===== src/rtl/pscp_pkg.sv =====
// ----------------------------------------------------------------------------
// pscp_pkg
// Shared types and codes of the pending spend-conflict pool: result status
// codes, operation codes and the command and status bundles that pass
// between the controller and the datapath.
// ----------------------------------------------------------------------------
package pscp_pkg;

   localparam int BLK_W    = 64;
   localparam int OUT_W    = 32;
   localparam int REF_BITS = BLK_W + OUT_W;

   localparam logic [1:0] ST_OK       = 2'd0;
   localparam logic [1:0] ST_CONFLICT = 2'd1;
   localparam logic [1:0] ST_FULL     = 2'd2;
   localparam logic [1:0] ST_TOO_MANY = 2'd3;

   localparam logic OP_ADD    = 1'b0;
   localparam logic OP_REMOVE = 1'b1;

   // controller to datapath
   typedef struct packed {
      logic       load;          // take the accepted beat
      logic       scan_step;     // read one stored reference
      logic       copy_init;     // point the write address at the free slot
      logic       copy_step;     // write one staged reference
      logic       commit_add;    // mark the slot valid and report ok
      logic       commit_remove; // drop matched slots and report the count
      logic       reject;        // report an add error
      logic [1:0] reject_status;
   } pscp_cmd_type;

   // datapath to controller
   typedef struct packed {
      logic scan_end;
      logic copy_end;
      logic last_item;
      logic op_remove;
      logic match;
      logic too_many;
      logic free_found;
   } pscp_stat_type;

endpackage


===== src/rtl/pscp_ctrl.sv =====
// ----------------------------------------------------------------------------
// pscp_ctrl
// Sequencer of the pool: scans the stored references for each beat, then
// on the last beat of a transaction decides the outcome and, for an add
// that is stored, runs the copy of staged references into the chosen slot.
// ----------------------------------------------------------------------------
module pscp_ctrl
   import pscp_pkg::*;
(
   input  logic          clock,
   input  logic          reset,
   input  logic          start,
   output logic          busy,
   input  pscp_stat_type stat,
   output pscp_cmd_type  cmd
);

   typedef enum logic [4:0] {
      S_IDLE   = 5'b00001,
      S_SCAN   = 5'b00010,
      S_DRAIN  = 5'b00100,
      S_DECIDE = 5'b01000,
      S_COPY   = 5'b10000
   } state_type;

   state_type state_ff;
   state_type state_in;

   always_comb begin
      state_in = state_ff;
      cmd      = '0;
      unique case (state_ff)
         S_IDLE: begin
            if (start) begin
               cmd.load = 1'b1;
               state_in = S_SCAN;
            end
         end
         S_SCAN: begin
            cmd.scan_step = 1'b1;
            if (stat.scan_end) begin
               state_in = S_DRAIN;
            end
         end
         // last read still in the compare stage
         S_DRAIN: begin
            state_in = S_DECIDE;
         end
         S_DECIDE: begin
            state_in = S_IDLE;
            if (stat.last_item) begin
               if (stat.op_remove) begin
                  cmd.commit_remove = 1'b1;
               end else if (stat.match) begin
                  cmd.reject        = 1'b1;
                  cmd.reject_status = ST_CONFLICT;
               end else if (stat.too_many) begin
                  cmd.reject        = 1'b1;
                  cmd.reject_status = ST_TOO_MANY;
               end else if (!stat.free_found) begin
                  cmd.reject        = 1'b1;
                  cmd.reject_status = ST_FULL;
               end else begin
                  cmd.copy_init = 1'b1;
                  state_in      = S_COPY;
               end
            end
         end
         S_COPY: begin
            cmd.copy_step = 1'b1;
            if (stat.copy_end) begin
               cmd.commit_add = 1'b1;
               state_in       = S_IDLE;
            end
         end
         default: begin
            state_in = S_IDLE;
         end
      endcase
   end

   always_ff @(posedge clock) begin
      if (reset) begin
         state_ff <= S_IDLE;
      end else begin
         state_ff <= state_in;
      end
   end

   assign busy = (state_ff != S_IDLE);

endmodule


===== config.mk =====
export PLATFORM = sky130hd
export DESIGN_NAME = pscp_ctrl
export DESIGN_NICKNAME = d
export VERILOG_FILES = /design/src/rtl/pscp_pkg.sv /design/src/rtl/pscp_ctrl.sv
export SDC_FILE = /design/constraint.sdc
export NUM_CORES = 1
export LEC_CHECK = 0
export ABC_AREA = 0
export BUFFER_PORTS_ARGS = -buffer_cell sky130_fd_sc_hd__buf_2
export CAP_MARGIN = 20
export CORE_AREA = 3 3 40 42
export CTS_BUF_LIST = sky130_fd_sc_hd__clkbuf_4 sky130_fd_sc_hd__clkbuf_8 sky130_fd_sc_hd__clkbuf_16
export CTS_CLUSTER_SIZE = 14
export DETAILED_ROUTE_END_ITERATION = 16
export DIE_AREA = 0 0 43 45
export GPL_ROUTABILITY_DRIVEN = 0
export HOLD_SLACK_MARGIN = 0.05
export PLACE_DENSITY = 0.52
export SETUP_SLACK_MARGIN = 0.5
export SYNTH_ARGS = -nofsm -noshare
export SYNTH_HDL_FRONTEND = slang
export SYNTH_SLANG_ARGS = --single-unit

===== constraint.sdc =====
create_clock -name clock -period 1.8 [get_ports clock]
set_input_delay 0.27 -clock clock [delete_from_list [all_inputs] [get_ports clock]]
set_output_delay 0.27 -clock clock [all_outputs]
set_load 0.05 [all_outputs]

==> metrics <==
DR pass1 iterations=2; Worst Clk Skew=about 0.0056 ns; met3 Usage GRT=under 10%; Synth area leader=dfxtp_1; Rows=13; critical-path cell list=or3_4, buf_4, or4b_4, a311o_1; I/O pins=20; Req. time, crit path=roughly 1.9 ns; Yosys cell types=24; minimum hold slack=~0.25 ns; Final Critical Period=approximately 1.8 ns; Synth top cells by count=6 x nor2_1, 5 x dfxtp_1, 4 x nor3b_1; number of DRC violations after detailed-routing iteration 0=3; number of clock sinks=5; Final nets=87; most numerous cell in the Yosys netlist=nor2_1; IO Port Bufs=19; crit-path max cell delay=0.48 ns; GR peak layer=met2; total power=between 0.4 and 0.5 mW; number of diodes=0; later-pin clock latency in the skew report=between 0.2 and 0.25 ns; Chip Width=approximately 43 µm; layout cells sized above 1=~78%; top_reg_cell synth=dfxtp_1; kind of critical path=register to register; FF+latch count, synth=5; drt wl/cell=approximately 12 µm; top flop regs=state_ff (5); worst slack, placed=0.1531 ns; met2 usage=between 20% and 30%; Remaining DRCs=0; slew margin rel.=approximately four fifths; Filler cells=around 120; crit path max fanout=3; max reg flops=5; Worst-Margin Slew=between 0.2 and 0.3 ns; overall die height=about 45 µm; syn_nets=55; PD cells=535.0 mW/mm²; number of buffers and inverters on the critical path=1; Worst Slack Setup Final=about 0.032 ns; final hold violations=0; Crit path max-delay family=simple AND/OR/NAND/NOR gates; RSZ-0062 raised after global routing=true; cts hold-fix bufs=0; initial antenna violation count=0; CP Capture Type=register; warnings from Yosys=0; core region area=0.001285 mm²; Area after DPL=approximately 570 µm²; Post-Syn Instances=45; vias per std cell=roughly 5.0; cell area after synthesis=360.3 µm²; Clock Tree Buf Depth=2; Startpoint Class=register; Tot GR Track Use=14.15%; Final setup viols=0; H-tree levels=1; DIE AREA=roughly 0.0019 mm²; largest net degree at the start of global routing=7; GRT overflow=0; sequential-to-total area share from yosys stat=about 28%; post-route cell area=797.0 µm²; via count=about 450; EDFF count, synth=0; Initial Util=between 20% and 30%; Worst-path clk slew=~0.04 ns; leakage=approximately 0.32 nW; top-area cell type share of the netlist area=roughly 28%; post-route setup TNS=0 ns; area added between synthesis and finish=121.2%; Post-Route WL=approximately 1100 µm; synth top area cells=dfxtp_1 28%, nor3b_1 8.3%, nor2_1 6.3%; status=finished, final reports clean; met1 usage=between 15 and 20%; Max Clk Rate=between 500 and 600 MHz; Arr. time, crit path=1.89 ns; Max-Cap Viols=0; Top reg by flops=state_ff; period utilization=98.22%; post-route ant nets=0; CTS tree=done; first-pass GRT wire length=roughly 2000 µm; syn avg cell area=8.008 µm²; fraction of registers with async set/reset=0%; HP Class=primary input to register; Root Driver=clkbuf_4; CTS buffer count=3; pins over their slew limit=0; CP max-delay cell=or4b_4; vias in the first global route=between 400 and 500; worst vdd ir=around 0.52 mV
-- report_power, final --
part           internal, mW  switching (mW)
registers             0.114         0.00590
logic                0.0778          0.0847
clock network        0.0988          0.0448
-- worst register-to-register path, stage by stage (launching register included) --
cell and delay, ns:
dfxtp_4 0.35, or3_4 0.38, buf_4 0.16, or4b_4 0.48, a311o_1 0.28
-- cells in the final DEF, fill, tap and decap left out, drive strengths merged --
cell	count
buf	28
or3	1
and2	2
a221oi	1
or4b	1
nor2	6
nand3	3
o2bb2ai	1
xor2	1
nor4bb	1
and2b	2
or2b	1
inv	1
nor2b	1
a311o	1
o211ai	1
clkbuf	4
clkinvlp	2
and4b	1
nand2	2
o21ai	1
nor3	3
nor3b	4
nand4b	1
a21oi	1
dfxtp	5
-- per-layer routing --
| metal | vias up | share of wire (%) |
|---|---|---|
| li1 | 224 | - |
| met1 | 210 | 41 |
| met2 | 18 | 50 |
| met5 | - | 0 |
| met4 | 0 | 1.6 |
| met3 | 2 | 7.6 |
-- per-stage QoR --
stage                     instances  utilization [%]
final                            91            62.03
after global routing             91            62.03
after CTS                        90            59.01
after detailed placement         80            44.60
after global placement           80            44.60
after floorplan                  45                -
-- cells by family (layout without fill, tap and decap cells) --
group           count (synthesis)  in the layout  share of synthesized area (%)
simple gates                   29             29                          52.08
xor+xnor                        1              1                          2.431
compound gates                  6              6                          12.50
buf+inv                         4             35                          5.209
flops                           5              5                          27.78
-- final timing paths --
check | start | end | slack (ns) | depth (start not counted)
worst max register to register | state_ff[1]$_SDFFE_PP0P_ | state_ff[0]$_SDFFE_PP1P_ | 0.03 | 4
worst max-delay path | state_ff[1]$_SDFFE_PP0P_ | state_ff[0]$_SDFFE_PP1P_ | 0.03 | 4
worst min-delay path | reset | state_ff[4]$_SDFFE_PP0P_ | 0.25 | 2
worst min register to register | state_ff[2]$_SDFFE_PP0P_ | state_ff[3]$_SDFFE_PP0P_ | 0.59 | 1
-- area by class of cell --
type                    instances  area, µm²  share of cell area, %
multi-input cells              36      356.6                  44.74
repair buffers                 28      259.0                  32.50
flip-flops and latches          5      113.9                  14.29
clock buffers                   4      30.03                  3.768
inverters                       3      18.77                  2.355
well taps                      15      18.77                  2.355
-- what timing repair did --
| action | 4_1_cts | 5_1_grt |
|---|---|---|
| gates cloned | 0 | 0 |
| setup endpoints to repair | 12 | 12 |
| pin swaps | 10 | 3 |
| resized for setup | 32 | 8 |
| buffers inserted | 6 | 1 |
No activity file was read; power rests on OpenSTA's default activity.
